--- src/rtl/orsat_dot.sv ---
module orsat_dot #(
  parameter int CW = 24,
  parameter int AW = 17
) (
  input  logic                    clk,
  input  logic                    en,
  input  logic signed [AW-1:0]    ax,
  input  logic signed [AW-1:0]    ay,
  input  logic signed [CW-1:0]    x,
  input  logic signed [CW-1:0]    y,
  output logic signed [AW+CW:0]   dot
);
  localparam int PW = AW + CW;

  logic signed [PW-1:0] px;
  logic signed [PW-1:0] py;

  // stage B: products, stage C: sum
  always_ff @(posedge clk) begin
    if (en) begin
      px  <= PW'(ax) * PW'(x);
      py  <= PW'(ay) * PW'(y);
      dot <= (PW + 1)'(px) + (PW + 1)'(py);
    end
  end

endmodule

--- config.mk ---
export PLATFORM = sky130hd
export DESIGN_NAME = orsat_dot
export DESIGN_NICKNAME = d
export VERILOG_FILES = /design/src/rtl/orsat_dot.sv
export SDC_FILE = /design/constraint.sdc
export NUM_CORES = 2
export LEC_CHECK = 0
export BUFFER_PORTS_ARGS = -buffer_cell sky130_fd_sc_hd__clkbuf_2
export CORE_MARGIN = 4
export CORE_UTILIZATION = 45
export DETAILED_ROUTE_END_ITERATION = 8
export PLACE_DENSITY = 0.61
export SETUP_SLACK_MARGIN = 0.2
export SLEW_MARGIN = 20
export SYNTH_ARGS = -nofsm -noshare
export SYNTH_HDL_FRONTEND = slang
export SYNTH_SLANG_ARGS = --single-unit
--- constraint.sdc ---
create_clock -name clk -period 20.7 [get_ports clk]
set_clock_uncertainty 0.2 [all_clocks]
set_input_delay 4.14 -clock clk [delete_from_list [all_inputs] [get_ports clk]]
set_output_delay 4.14 -clock clk [all_outputs]
set_load 0.03 [all_outputs]
### Word level (Yosys, flattened, before mapping)

Index checks and enable logic that the tools add are counted.

* add/sub/neg operators: 1
* multiply operators: 2

Operator list (count)
* multiplier 17 x 24 -> 41 bit: 2
* adder 41 x 41 -> 42 bit: 1

* register bits after elaboration: 124
* bits of input ports: 84

### Logic depth before layout (Yosys ltp)

* depth in word-level cells: 1
* mapped depth: 25
* mapped depth without buffers: 24

### Worst setup path after synthesis

OpenSTA, ideal clock, no wires.

* path kind: input to register
* start point: in x[14]
* end point: reg px[37], data pin
* library setup time: 0.262 ns
* arrival time: 9.662 ns
* slack: 10.576 ns
* cell stages on the path: 23
* cell sequence: clkbuf_1 -> nand2_1 -> fa_1 -> inv_1 -> fa_1 -> inv_1 -> fa_1 -> inv_1 -> fa_1 -> fa_1 -> inv_1 -> fa_1 -> inv_1 -> ha_1 -> and3_1 -> nand4_1 -> or4_1 -> o32ai_1 -> o221ai_2 -> nor3_2 -> nor3_1 -> nor3_2 -> xor2_1

* cells in the longest elaborated chain, start to end: 1

Ends and longest elaborated chain
* start, declared: line 9 `input logic signed [CW-1:0] x,`
* multiplier 17 x 24 -> 41 bit: line 21 `px <= PW'(ax) * PW'(x);`
* end signal, assigned: line 21
* end, declared: line 15 `logic signed [PW-1:0] px;`

Every way passes these cells.
A chain may end at the register's enable or synchronous reset.

### Worst setup path after layout

* start point: in ax[16]
* end point: reg px[37], data pin

* cells in the longest elaborated chain, start to end: 1

Ends and longest elaborated chain
* start, declared: line 7 `input logic signed [AW-1:0] ax,`
* multiplier 17 x 24 -> 41 bit: line 21

Every way passes these cells.

==> impl_metrics.env <==
export IMPL_run_status="finished clean"
export IMPL_crit_chain="clkbuf_2 > inv_1 > nor2_1 > fa_1 > fa_1 > fa_1 > fa_1 > fa_1 > inv_1 > fa_1 > inv_1 > ha_1 > and3_1 > nand4_1 > or4_1 > o32ai_1 > o221ai_2 > nor3_2 > nor3_1 > nor3_2 > xor2_1"
export IMPL_leading_cell_types_by_total_area_after_synthesis="sky130_fd_sc_hd__fa_1, sky130_fd_sc_hd__edfxtp_1, sky130_fd_sc_hd__inv_1"
export IMPL_die_width_um=284
export IMPL_grt_pass1_vias=25700
export IMPL_slew_viol_final=0
export IMPL_post_synth_top_area_cell="sky130_fd_sc_hd__fa_1"
export IMPL_detailedPlacementHpwl_um=63700
export IMPL_synth_sequential_area_ratio=0.108
export IMPL_insertion_delay_ns=0.42
export IMPL_synth_edf_count=124
export IMPL_reg2reg_setup_slack_ns=16.43
export IMPL_postSynth_asyncResetShare=0
export IMPL_syn_avg_cell_area_um2=9.66
export IMPL_area_growth_syn_to_layout_pct=5.69
export IMPL_grt_start_max_net_pins=74
export IMPL_groute_usage_overall=0.199
export IMPL_report_final_hold_viol_count=0
export IMPL_floorplan_io_pins=126
export IMPL_wire_length_of_the_first_global_routing_pass_um=130000
export IMPL_slowest_stage="sky130_fd_sc_hd__inv_1"
export IMPL_place_port_buffers=125
export IMPL_n_antenna_cell=0
export IMPL_cp_max_fo=20
export IMPL_wire_per_inst_um=16.7
export IMPL_globalRoute_totalOverflow=0
export IMPL_cell_area_after_synthesis_mm2=0.0344
export IMPL_cts_root_buffer_cell="sky130_fd_sc_hd__clkbuf_16"
export IMPL_most_used_flip_flop_cell_after_synthesis="sky130_fd_sc_hd__edfxtp_1"
export IMPL_timing_critical_path_max_delay_family="adder cells"
export IMPL_rsz0062_at_grt="no"
export IMPL_post_synth_top_count_cell="sky130_fd_sc_hd__inv_1"
export IMPL_reg2reg_to="dot[38]"
export IMPL_die_height_um=284
export IMPL_rows=101
export IMPL_post_cts_setup_buffers=0
export IMPL_slowest_delay_ns=0.59
export IMPL_setup_worst_path_start_class="primary input"
export IMPL_min_from="px[0]"
export IMPL_net_count_after_synthesis=4686
export IMPL_avgViaCountPerCell=5.18
export IMPL_fraction_of_the_cycle_the_final_worst_path_needs=0.514
export IMPL_synth_cell_types=72
export IMPL_final_layout_size_suffix_gt1_frac=0.0498
export IMPL_finalNetCount=4706
export IMPL_timing_fmax_mhz=93.9
export IMPL_finalCriticalPeriod_ns=10.65
export IMPL_cp_buffers_inverters=4
export IMPL_place_congestion=0.821
export IMPL_cts_num_sinks=124
export IMPL_route_final_wire_length_um=76300
export IMPL_synth_warning_count=0
export IMPL_antenna_nets_post_route=0
export IMPL_data_arrival_time_at_the_worst_slack_endpoint_ns=10.62
export IMPL_worst_hold_path_type="reg2reg"
export IMPL_holdPathStages=1
export IMPL_timing_max_slew_rel_slack=0.296
export IMPL_clkSlewWorstSetupHoldPaths_ns=0.07
export IMPL_setup_tns_ns=0
export IMPL_worst_r2r_startpoint="py[0]"
export IMPL_vias=23700
export IMPL_timing_final_ws_setup_ns=10.05
export IMPL_holdBufCountCts=0
export IMPL_yosysTopAreaCellShare=0.468
export IMPL_ctsHtreeMaxLevel=4
export IMPL_timing_critical_path_required_ns=20.67
export IMPL_holdPathEnd="dot[0]"
export IMPL_antenna_found_initial=0
export IMPL_worst_slack_placed_ns=9.62
export IMPL_drt_iter0_markers=1166
export IMPL_critPathKind="in2reg"
export IMPL_critPathCaptureType="flop"
export IMPL_worstRegToRegCells=11
export IMPL_starting_utilization_of_the_core_area=0.453
export IMPL_finalSetupViolCount=0
export IMPL_drv_max_cap_violation_count=0
export IMPL_drc=0
export IMPL_cp_common_cell="sky130_fd_sc_hd__fa_1"
export IMPL_ys_top_cells_by_count="sky130_fd_sc_hd__inv_1, sky130_fd_sc_hd__fa_1, sky130_fd_sc_hd__nand2_1, sky130_fd_sc_hd__and2_1, sky130_fd_sc_hd__ha_1"
export IMPL_netlist_instances=3560
export IMPL_cts_buffers_inserted=17
export IMPL_clk_path_buf_depth=2
export IMPL_ys_seq_elements=124
export IMPL_floorplan_die_area_mm2=0.0809
export IMPL_cts_tree="built"
export IMPL_timing_worst_slew_pin_value_ns=1.03
export IMPL_detailedRoute_firstPassIterationCount=5
export IMPL_postcts_resize_cnt=0
export IMPL_fp_coreArea_mm2=0.0758
-- logic make-up (layout without fill, tap and decap cells) --
logic type               Yosys count  in the layout  share of synthesized area
AO/OA/AOI/OAI                    309            309                     0.0589
XOR/XNOR                         116            116                     0.0296
adder cells (fa/ha/maj)         1042           1042                      0.555
buffers and inverters            943            976                      0.103
flip-flops                       124            124                      0.108
AND/OR/NAND/NOR                 1026           1026                      0.145
-- layer usage --
layer	GRT usage	vias to the layer above	share of wire
met5	0	-	0
met4	0.0603	0	0.035
met3	0.0188	143	0.037
met2	0.355	469	0.52
met1	0.258	12400	0.41
li1	-	10700	-
-- per-stage QoR --
step / hold slack (ns) / instances / utilization / instance area (um^2)
floorplan: 0.313 / 3560 / - / 34400
global placement: 0.373 / 4539 / 0.472 / 35800
detailed placement: 0.384 / 4539 / 0.472 / 35800
CTS: 0.407 / 4571 / 0.479 / 36300
global route: 0.433 / 4571 / 0.479 / 36300
finish: 0.386 / 4571 / 0.479 / 36300
-- cells in the final DEF (no fill, tap or decap), types with 48 or more instances in the layout --
cell type / count
sky130_fd_sc_hd__inv_1: 818
sky130_fd_sc_hd__fa_1: 803
sky130_fd_sc_hd__nand2_1: 475
sky130_fd_sc_hd__and2_1: 348
sky130_fd_sc_hd__ha_1: 239
sky130_fd_sc_hd__edfxtp_1: 124
sky130_fd_sc_hd__clkbuf_2: 124
sky130_fd_sc_hd__nor2_1: 100
sky130_fd_sc_hd__a21oi_1: 91
sky130_fd_sc_hd__xnor2_1: 85
sky130_fd_sc_hd__a21o_1: 50
sky130_fd_sc_hd__o21ai_0: 48
-- area by class of cell --
class	count	area [um^2]
Fill cell	7315	39500
Tap cell	978	1220
Sequential cell	124	3720
Timing Repair Buffer	126	636
Inverter	818	3070
Clock buffer	17	425
Clock inverter	15	148
Multi-Input combinational cell	2493	27100
-- state kept, by name, indices dropped and copies added, names as in the netlist --
name / flops
px: 41
py: 41
dot: 42
-- worst max-delay path by stage --
stage                     startpoint  endpoint  slack (ns)  cells after the start
after floorplan                x[14]    px[37]       10.58                     23
after global placement        ax[16]    px[37]        9.68                     21
after detailed placement      ax[16]    px[37]        9.62                     21
after CTS                     ax[16]    px[37]       10.05                     21
after global routing          ax[16]    px[37]        9.63                     21
final                         ax[16]    px[37]       10.05                     21
Power is not shown: default switching activity piles up to over one toggle a cycle in this logic, so the estimate is an artifact.
