`config.mk`:
```
export PLATFORM = sky130hd
export DESIGN_NAME = orsat_front
export DESIGN_NICKNAME = d
export VERILOG_FILES = /design/src/rtl/orsat_pkg.sv /design/src/rtl/orsat_front.sv
export SDC_FILE = /design/constraint.sdc
export NUM_CORES = 1
export LEC_CHECK = 0
export ABC_AREA = 1
export CORE_AREA = 2 2 288 290
export DETAILED_ROUTE_END_ITERATION = 10
export DIE_AREA = 0 0 290 292
export DONT_BUFFER_PORTS = 1
export SYNTH_ARGS = -nofsm -noshare
export SYNTH_HDL_FRONTEND = slang
export SYNTH_SLANG_ARGS = --single-unit
```
`constraint.sdc`:
```
create_clock -name clk -period 5.43 [get_ports clk]
set_input_delay 0.543 -clock clk [delete_from_list [all_inputs] [get_ports clk]]
set_output_delay 0.543 -clock clk [all_outputs]
set_load 0.005 [all_outputs]
```
`src/rtl/orsat_pkg.sv`:
```
package orsat_pkg;

  localparam int NUM_AXES    = 4;
  localparam int NUM_CORNERS = 4;
  localparam int NUM_RECTS   = 2;

  // axis code reported when no axis separates the pair
  localparam logic [2:0] AXIS_NONE = 3'd4;

endpackage

```
`src/rtl/orsat_front.sv`:
```
module orsat_front #(
  parameter int CW = 24,
  parameter int UB = 16,
  parameter int AW = 17
) (
  input  logic                  clk,
  input  logic                  rst,
  input  logic                  en,
  input  logic                  load,
  input  logic signed [UB-1:0]  dir_cos,
  input  logic signed [UB-1:0]  dir_sin,
  input  logic signed [CW-1:0]  cx_in [orsat_pkg::NUM_CORNERS],
  input  logic signed [CW-1:0]  cy_in [orsat_pkg::NUM_CORNERS],
  output logic signed [AW-1:0]  ax [orsat_pkg::NUM_AXES],
  output logic signed [AW-1:0]  ay [orsat_pkg::NUM_AXES],
  output logic signed [CW-1:0]  cx [orsat_pkg::NUM_RECTS][orsat_pkg::NUM_CORNERS],
  output logic signed [CW-1:0]  cy [orsat_pkg::NUM_RECTS][orsat_pkg::NUM_CORNERS]
);
  import orsat_pkg::*;

  // stored first rectangle
  logic signed [UB-1:0] first_cos;
  logic signed [UB-1:0] first_sin;
  logic signed [CW-1:0] first_x [NUM_CORNERS];
  logic signed [CW-1:0] first_y [NUM_CORNERS];

  always_ff @(posedge clk) begin
    if (rst) begin
      first_cos <= '0;
      first_sin <= '0;
      for (int k = 0; k < NUM_CORNERS; k++) begin
        first_x[k] <= '0;
        first_y[k] <= '0;
      end
    end else if (load) begin
      first_cos <= dir_cos;
      first_sin <= dir_sin;
      for (int k = 0; k < NUM_CORNERS; k++) begin
        first_x[k] <= cx_in[k];
        first_y[k] <= cy_in[k];
      end
    end
  end

  // stage A: axes and both corner sets; the sine is widened by one bit
  // so that negating the most negative code stays exact
  always_ff @(posedge clk) begin
    if (en) begin
      ax[0] <= AW'(first_cos);
      ay[0] <= AW'(first_sin);
      ax[1] <= -AW'(first_sin);
      ay[1] <= AW'(first_cos);
      ax[2] <= AW'(dir_cos);
      ay[2] <= AW'(dir_sin);
      ax[3] <= -AW'(dir_sin);
      ay[3] <= AW'(dir_cos);
      for (int k = 0; k < NUM_CORNERS; k++) begin
        cx[0][k] <= first_x[k];
        cy[0][k] <= first_y[k];
        cx[1][k] <= cx_in[k];
        cy[1][k] <= cy_in[k];
      end
    end
  end

endmodule

```
**Yosys cells after proc, flatten, opt, wreduce, memory -nomap -nowiden**

Memories as Yosys holds them, arrays and structs flattened. A register that Yosys moved wholly into a read port is not among the register bits.
Cells that the tools add are included.

- Register bits: 322
- RAM bits: 192
- Input port bits: 228
- Output and inout port bits: 520
- Memories: 2

- Add/subtract/negate cells: 2
- Muxes and demuxes: 13
- Bitwise logic cells: 8

Memory list:

| name | words | bits a word | rd ports | clocked after memory_dff | wr ports | RTL line | text |
|---|---|---|---|---|---|---|---|
| first_x | 4 | 24 | 4 | 4 | 4 | orsat_front.sv:24 | `logic signed [CW-1:0] first_x [NUM_CORNERS];` |
| first_y | 4 | 24 | 4 | 4 | 4 | orsat_front.sv:25 | `logic signed [CW-1:0] first_y [NUM_CORNERS];` |

Operators by type and width:

| kind | number |
|---|---|
| two-way mux 24 bit | 8 |
| negator 16 -> 17 bit | 2 |
| OR 1 bit | 8 |
| two-way mux 1 bit | 5 |

**Logic depth before layout (Yosys ltp)**

- Depth in word-level cells: 4
- Mapped depth: 7

**Worst setup path after synthesis**

Ideal clock, no wire load.

- Path type: input port to flip-flop
- Start: in load
- End: mem first_x[0][0], enable pin
- Library setup time: 402 ps
- Arrival time: 1867 ps
- Required time: 5028 ps
- Slack: 3161 ps
- Stages on the path: 4
- Path buffers: 3
- Cell sequence: buf_6 or2_1 buf_6 buf_6

RTL lines:

| what | RTL line | text |
|---|---|---|
| start, declared | orsat_front.sv:9 | `input logic load,` |
| end, declared | orsat_front.sv:24 |  |

==> flow_summary.toml <==
[die]
die_area_um2 = 84700
core_um2 = 81600
floorplan.rows = 105
die_w_um = 290
chipHeight_um = 292
pin_count = 748
initial_utilization_pct = 29.4

[setup_path]
critPathKind = "in2reg"
cp_data_required_time_ns = 5.74
cpLargestDelayFamily = "buffers and inverters"
worstPathMaxFanout = 83
cp-end-kind = "register"
cpPeakStageDelay_ns = 0.69
worstPathCellList = "inv_2, nand2_8, buf_4, nor2_1"
cp-start-kind = "primary input"
timing.critical_path.buf_inv = 2
slowest_stage = "buf_4"
arrival_ns = 2.09

[placement]
gp_routability_congestion = 0.794
placed_area_um2 = 24900
detailedPlacementHpwl_um = 35800
place_inst = 2403
numPortBuffers = 0
preCtsSetupSlack_ns = 3.01

[cts]
cts_root_buffer = "clkbuf_16"
clk_transition_reported_paths_ns = 0.06
clock_latency_ns = 0.60
number_of_h_tree_levels = 3
postCtsSetupRepairBufs = 0
clock_path_buffers = 3
clock_sinks = 704
numCtsBuffers = 72
tritoncts = "yes"

[drt]
drt_wl_total_um = 56700
drt_iter0_drc = 858
detail_route.drc_violations = 0
wire_per_inst_um = 20.7
via_count = 11755
firstDrtPassIters = 7
avgViaCountPerCell = 4.29
drt.antenna.violating_nets = 0

[finish]
final_net_count = 1850
drive_above_1_share_pct = 7.90
final_area_um2 = 29300
postLayoutCoreUtil_pct = 35.9
final_cells = 2742
area_growth_syn_to_layout_pct = 21.9

[logic_synthesis]
post_synthesis_cell_area_um2 = 24000
syn_nets = 1628
instance_count_of_the_mapped_netlist = 1398
ys_ff_latch = 704
synthesis.yosys.warnings = 0
ys_seq_area_share_pct = 86.7
post_synth.cell_area_avg_um2 = 17.2
netlist-cell-type-count = 22

[global_route]
via_count_of_the_first_global_routing_pass = 12174
grt_first_pass_wirelength_um = 81100
number_of_antenna_violations_at_the_first_check_in_global_routing = 7
gr-usage-met2_pct = 21.3
grt_util_all_layers_pct = 12.9
grt_use_met3_pct = 5.80
globalRouteMet1Util_pct = 14.2
maximum_number_of_pins_on_one_net_before_global_route_repair = 481
global_route.peak_usage_layer = "met2"
global_route.overflow_total = 0

[timing]
slew_viol_final = 0
maxSlewHeadroom_pct = 32.4
final.min_clock_period_ns = 1.78
tns_ns = 0
postLayoutSetupSlackWorst_ns = 3.65
tightest_slew_ns = 1.01
finalHoldViolations = 0
setup_repair_after_global_routing_missed_its_margin = "false"
period_share_pct = 32.8
timing.hold.ws_ns = 0.0574
finalSetupViolations = 0
max_freq_mhz = 562
timing.clock.skew_ns = 0.0248

[power]
static_power_due_to_leakage_nw = 11.1
cellPowerDensity_nw_per_um2 = 399
ir_drop_mv = 0.208
report.power.total_mw = 11.7

[run_status]
run_status = "finished clean"

[worst_hold_path]
worst_hold_path_type = "in2reg"

[job]
cap_viol_max_count = 0
where the power goes:
part           switching (mW)  internal, mW  total [mW]
Combinational           0.191         0.166       0.357
Sequential              0.249          6.44        6.68
Clock                    2.03          2.59        4.62
cell type report:
type                    count  area (um^2)
clock buffers              91         1890
fillers                  7520        52300
well taps                1070         1340
multi-input cells         377         1790
diodes                      2         5.00
repair buffers            217         2190
inverters                 248          931
flip-flops and latches    704        20800
clock inverters            33          303
sequential cells by signal (all words and copies together), names as in the netlist:
register,count
first_y,96
cy,192
cx,192
first_cos,16
first_x,96
ay,62
first_sin,16
ax,34
path summary, 6_finish.rpt:
path                                 endpoint  slack (ns)                    startpoint  cells after the start
setup / recovery  first_x[2][0]$_SDFFCE_PN0P_        3.65                           rst                      4
hold / removal               ay[30]$_DFFE_PP_        0.06                   dir_sin[13]                      0
setup reg to reg             ax[46]$_DFFE_PP_        3.86     first_sin[0]$_SDFFE_PP0P_                      7
hold reg to reg             cx[113]$_DFFE_PP_        0.40  first_x[3][17]$_SDFFCE_PN0P_                      0
cell families after synthesis:
group	after synthesis	share of synthesized area [%]
XOR/XNOR	14	0.511
AO/OA/AOI/OAI	34	1.40
buffers and inverters	317	5.93
flip-flops	704	86.7
AND/OR/NAND/NOR	327	5.36
adder cells (fa/ha/maj)	2	0.104
cells in the mapped netlist:
| cell type | n | area, um^2 |
|---|---|---|
| edfxtp_1 | 672 | 20200 |
| inv_1 | 247 | 927 |
| nor2_1 | 228 | 856 |
| nand2_1 | 58 | 218 |
| buf_4 | 51 | 383 |
| nand3_1 | 35 | 175 |
| dfxtp_1 | 32 | 641 |
| o22ai_2 | 15 | 188 |
| o21ai_2 | 14 | 123 |
| xor2_1 | 12 | 105 |
| buf_1 | 5 | 18.8 |
| buf_2 | 5 | 25.0 |
| buf_6 | 5 | 56.3 |
| nor2_2 | 4 | 25.0 |
| clkbuf_1 | 3 | 11.3 |
| o21ai_0 | 3 | 15.0 |
| a21oi_1 | 2 | 10.0 |
| ha_1 | 2 | 25.0 |
| xnor2_1 | 2 | 17.5 |
| inv_2 | 1 | 3.75 |
| nand2_2 | 1 | 6.26 |
| or2_1 | 1 | 6.26 |
layer usage:
metal	vias to the layer above	wire (um)
li1	5177	-
met1	5797	20600
met2	631	28200
met3	142	5700
met4	8	2130
met5	-	74
repair_timing:
action | CTS | global route
endpoints found under the hold margin | 212 | 1
hold buffers | 212 | 1
endpoints found under the setup margin | 0 | 0
resized for setup | 0 | 0
cell usage in the layout (no fill, tap or decap), drive strengths merged, types with 15 or more instances in the layout:
| master | instances |
|---|---|
| clkbuf | 91 |
| clkinv | 26 |
| dfxtp | 32 |
| dlygate4sd3 | 213 |
| edfxtp | 672 |
| inv | 252 |
| nand2 | 59 |
| nand3 | 35 |
| nor2 | 232 |
| o21ai | 17 |
| o22ai | 15 |
Note: power is estimated with default switching activity, not from simulation.
