--- src/rtl/orsat_pkg.sv ---
package orsat_pkg;

  localparam int NUM_AXES    = 4;
  localparam int NUM_CORNERS = 4;
  localparam int NUM_RECTS   = 2;

  // axis code reported when no axis separates the pair
  localparam logic [2:0] AXIS_NONE = 3'd4;

endpackage

--- src/rtl/orsat_sep.sv ---
module orsat_sep #(
  parameter int SW = 41
) (
  input  logic                  clk,
  input  logic                  en,
  input  logic signed [SW-1:0]  dot [orsat_pkg::NUM_AXES][orsat_pkg::NUM_RECTS]
                                    [orsat_pkg::NUM_CORNERS],
  output logic                  collide,
  output logic [2:0]            separating_axis
);
  import orsat_pkg::*;

  logic signed [SW-1:0] lo [NUM_AXES][NUM_RECTS];
  logic signed [SW-1:0] hi [NUM_AXES][NUM_RECTS];
  logic signed [SW-1:0] lo_next [NUM_AXES][NUM_RECTS];
  logic signed [SW-1:0] hi_next [NUM_AXES][NUM_RECTS];
  logic [NUM_AXES-1:0]  sep;
  logic [2:0]           axis_next;

  // two-level min/max tree over the four corners
  always_comb begin
    logic signed [SW-1:0] l01, l23, h01, h23;
    for (int a = 0; a < NUM_AXES; a++) begin
      for (int r = 0; r < NUM_RECTS; r++) begin
        l01 = (dot[a][r][1] < dot[a][r][0]) ? dot[a][r][1] : dot[a][r][0];
        l23 = (dot[a][r][3] < dot[a][r][2]) ? dot[a][r][3] : dot[a][r][2];
        h01 = (dot[a][r][1] > dot[a][r][0]) ? dot[a][r][1] : dot[a][r][0];
        h23 = (dot[a][r][3] > dot[a][r][2]) ? dot[a][r][3] : dot[a][r][2];
        lo_next[a][r] = (l23 < l01) ? l23 : l01;
        hi_next[a][r] = (h23 > h01) ? h23 : h01;
      end
    end
  end

  // touching intervals are not separated
  always_comb begin
    for (int a = 0; a < NUM_AXES; a++) begin
      sep[a] = (lo[a][1] > hi[a][0]) || (lo[a][0] > hi[a][1]);
    end
    axis_next = AXIS_NONE;
    for (int a = NUM_AXES - 1; a >= 0; a--) begin
      if (sep[a]) axis_next = 3'(a);
    end
  end

  // stage D: intervals, stage E: result register
  always_ff @(posedge clk) begin
    if (en) begin
      lo              <= lo_next;
      hi              <= hi_next;
      separating_axis <= axis_next;
      collide         <= (axis_next == AXIS_NONE);
    end
  end

endmodule

--- config.mk ---
export PLATFORM = sky130hd
export DESIGN_NAME = orsat_sep
export DESIGN_NICKNAME = d
export VERILOG_FILES = /design/src/rtl/orsat_pkg.sv /design/src/rtl/orsat_sep.sv
export SDC_FILE = /design/constraint.sdc
export NUM_CORES = 2
export LEC_CHECK = 0
export BUFFER_PORTS_ARGS = -buffer_cell sky130_fd_sc_hd__clkbuf_2
export CORE_AREA = 2 2 513 515
export CTS_CLUSTER_DIAMETER = 120
export DETAILED_ROUTE_END_ITERATION = 16
export DIE_AREA = 0 0 515 517
export SYNTH_ARGS = -nofsm -noshare
export SYNTH_HDL_FRONTEND = slang
export SYNTH_SLANG_ARGS = --single-unit
--- constraint.sdc ---
create_clock -name clk -period 6.4 [get_ports clk]
set_clock_uncertainty 0.2 [all_clocks]
set_input_delay 0.64 -clock clk [delete_from_list [all_inputs] [get_ports clk]]
set_output_delay 0.64 -clock clk [all_outputs]
set_load 0.1 [all_outputs]
After elaboration in Yosys (flattened, before gate mapping)
Index checks and enable logic that the tools add are counted.
{"block": "word_totals", "register_bits": 660, "inputBits": 1314, "wordCells": 131}
{"block": "classes", "order_cmp": 56, "n_eq_ne": 1, "n_mux": 52, "n_reduce_logical": 4}
{"cell": "$mux 41", "n": 48}
{"cell": "$gt 41x41->1", "n": 32}
{"cell": "$lt 41x41->1", "n": 24}
{"cell": "$mux 3", "n": 4}
{"cell": "$logic_or 1x1->1", "n": 4}
{"cell": "$eq 3x3->1 const B", "n": 1}

Depth between registers and ports, before layout
{"block": "depth", "ltp_word": 7, "depth_mapped": 29, "ltp_nobuf": 25}

Worst setup path before layout
Ideal clock, no wire load.
{"block": "synth_timing", "kind": "input -> register", "startpoint": "input port dot[81] in the netlist's numbering", "endpoint": "register hi[0] in the netlist's numbering (data pin)", "setup_time_ns": 0.279, "t_arrival_ns": 6.281, "required_time_ns": 5.921, "path_slack_ns": -0.359, "stages": 29, "path_buffers": 5, "cell_sequence": "inv_1 > ha_1 > buf_2 > nand4_1 > or3_1 > or4_1 > or3_1 > o32a_1 > nand2_1 > xor2_1 > o21bai_1 > buf_2 > buf_4 > mux2i_1 > inv_1 > ha_1 > a21o_1 > a21o_1 > a21o_1 > a21o_1 > a21o_1 > a21o_1 > a21oi_1 > o311ai_0 > a21oi_1 > a211o_1 > clkbuf_1 > clkbuf_1 > mux2i_1"}
{"item": "start: declaration", "line": "orsat_sep.sv:6", "text": "input logic signed [SW-1:0] dot [orsat_pkg::NUM_AXES][orsat_pkg::NUM_RECTS]"}
{"item": "end signal: assignment", "line": "orsat_sep.sv:50", "text": "hi <= hi_next;"}
{"item": "end: declaration", "line": "orsat_sep.sv:14", "text": "logic signed [SW-1:0] hi [NUM_AXES][NUM_RECTS];"}

==> impl_metrics.json <==
{
  "status": "finished clean",
  "clk_pin_slew_worst_paths_ps": 60,
  "port_buffers": 1317,
  "ys_top_cells_by_area": "ha_1 25%, edfxtp_1 24%, mux2i_1 18%",
  "dp_slack_ps": -1150,
  "drt_iter0_drc": 6912,
  "ys_warn_count": 0,
  "power.leakage_nw": 63.0,
  "root_buffer": "clkbuf_16",
  "path_common_cell": "a21o_1",
  "dr_wl_met2_um": 164000,
  "syn_area_um2": 81800,
  "async_flop_share_pct": 0,
  "htreeDepth": 3,
  "setup_viol": 0,
  "min_path_type": "in -> reg",
  "synth_top_cell_area_share_pct": 25.0,
  "crit_slowest_cell": "or4_4",
  "grt_pass1_wl_um": 516000,
  "grt_start_max_net_pins": 150,
  "fill_cells": 25957,
  "drive_gt1_share_pct": 30.2,
  "fp.coreArea_um2": 261000,
  "max_freq_mhz": 157,
  "drc_errors": 0,
  "start_util_pct": 31.3,
  "ys_types": 74,
  "path_max_fanout": 6,
  "die_area_um2": 266000,
  "worst_pin_slew_ps": 1140,
  "antenna_found_initial": 171,
  "synth-seq-cells": 660,
  "wirelength_um": 371000,
  "p_per_area_nw_per_um2": 282,
  "yosys.cell_count.top_type": "ha_1",
  "viasPerCell": 5.07,
  "grt.total_usage_pct": 26.5,
  "wl_met1_um": 154000,
  "post_drt_wl_per_cell_um": 22.9,
  "finalHoldViolations": 0,
  "cp-start-kind": "input pin",
  "syn-mean-instance-area_um2": 8.89,
  "drv_slew": 0,
  "insertion_delay_ps": 730,
  "worst-r2r-cell-count": 13,
  "syn_nets": 12150,
  "arrival_ps": 6680,
  "hpwl_um": 325000,
  "total_power_mw": 32.0,
  "cts_tree": "yes",
  "vias": 81920,
  "synth_common_cells": "1,632 x ha_1, 1,628 x inv_1, 1,467 x mux2i_1, 889 x a21oi_1, 660 x edfxtp_1",
  "grt_pass1_vias": 78222,
  "required_ps": 6720,
  "max_stage_delay_ps": 430,
  "synth_cells": 9204,
  "yosysSeqAreaShare_pct": 24.2,
  "crit_path_end_kind": "register",
  "timing.final.crit_period_ps": 6370,
  "first_pass_iters": 6,
  "final_util_pct": 43.5,
  "synth-edff-count": 660,
  "peakVddDrop_uv": 211,
  "worstSetupPathType": "in -> reg",
  "ioPinCount": 1318,
  "antenna_left": 0,
  "whs_path_depth": 3,
  "nets": 15505,
  "fin_crit_sh_pct": 99.5,
  "rsz0062_at_grt": "yes",
  "hold_buffers": 0,
  "cts_buffers": 84,
  "die_h_um": 517,
  "met3_length_um": 29400,
  "routed.top_layer": "met5",
  "place_congestion": 1.00,
  "finalWorstSetupSlack_ps": 33.8,
  "dieWidth_um": 515,
  "cts.path.max_buffers": 3,
  "cts_sinks": 660,
  "area_growth_pct": 38.7,
  "overflow": 0,
  "slew_headroom_pct": 22.1,
  "maxCapViolations": 0,
  "synth_top_flop_cell": "edfxtp_1",
  "core.rowCount": 188,
  "synth_top_cell_by_area": "ha_1"
}
cell families after synthesis:
logic type / count (synthesis) / share of synthesized area (%)
buf+inv: 1885 / 8.77
mux: 1474 / 18.0
compound gates: 1888 / 13.9
fa+ha+maj: 1632 / 25.0
xor+xnor: 18 / 0.220
flops: 660 / 24.2
simple gates: 1647 / 9.86
registers in the layout (all words and copies together), names as in the netlist:
register         cells
separating_axis      3
collide              1
lo                 328
hi                 328
layout by cell type, fill, tap and decap left out, types with 25 or more instances in the layout:
cell	synthesis	routed
a211oi_1	50	47
a21o_1	414	414
a21oi_1	889	870
buf_12	0	81
buf_4	6	2112
clkbuf_16	0	89
clkbuf_2	0	1315
diode_2	0	109
edfxtp_1	660	660
ha_1	1632	1630
inv_1	1628	1628
mux2i_1	1467	1428
mux2i_2	0	25
nand2_1	235	231
nand2b_1	60	60
nand3_1	99	98
nand4_1	315	315
nor2_1	621	617
nor2b_1	120	120
nor3_1	56	50
nor4_1	51	43
o21a_1	54	54
o21ai_0	276	273
worst paths after layout:
| kind | slack, ps | to | from |
|---|---|---|---|
| worst max register to register | 1880 | collide | lo[198] |
| worst min register to register | 880 | separating_axis[0] | lo[327] |
| worst min-delay path | 150 | hi[311] | dot[1295] |
| worst max-delay path | 30 | hi[30] | dot[75] |
metrics by stage:
stage | std cells | hold WS, ps | instance area [um^2] | TNS [ps]
after floorplan | 9204 | 552 | 81900 | -3650
after global placement | 15866 | 863 | 109000 | -280000
after detailed placement | 15866 | 878 | 109000 | -290120
after CTS | 16019 | 72.9 | 112000 | 0
after global routing | 16125 | 122 | 113000 | -2360
final | 16154 | 149 | 114000 | 0
critical path, delay by kind of cell:
family	cells	cell delay, ps
buffers and inverters	7	980
adder cells (fa/ha/maj)	2	530
multiplexers	2	450
AO/OA/AOI/OAI	12	2460
XOR/XNOR	1	210
AND/OR/NAND/NOR	5	1400
report_power, final:
part	internal (mW)	total, mW	switching [mW]
clock	2.97	5.12	2.14
sequential	6.60	7.26	0.663
combinational	9.34	19.6	10.3
total	18.9	32.0	13.1
layout make-up:
cell class | instances | area, um^2 | area share [%]
Tap cell | 3420 | 4280 | 3.77
Clock inverter | 60 | 791 | 0.697
Timing Repair Buffer | 3524 | 24300 | 21.4
Multi-Input combinational cell | 6661 | 55800 | 49.2
Antenna cell | 109 | 273 | 0.240
Inverter | 1628 | 6110 | 5.38
Sequential cell | 660 | 19800 | 17.5
Clock buffer | 92 | 2130 | 1.88
timing repair:
item,in CTS,in global routing
pin swaps,1,10
resized for setup,15,111
gates cloned,0,8
setup endpoints to repair,82,401
setup buffers,1,18
routing by layer:
metal  up-vias  track usage (%)
li1      39916                -
met1     38186             33.3
met2      3060             42.1
met3       668             5.63
met4        90             15.0
met5         -                0
(Power assumes the default switching activity.)
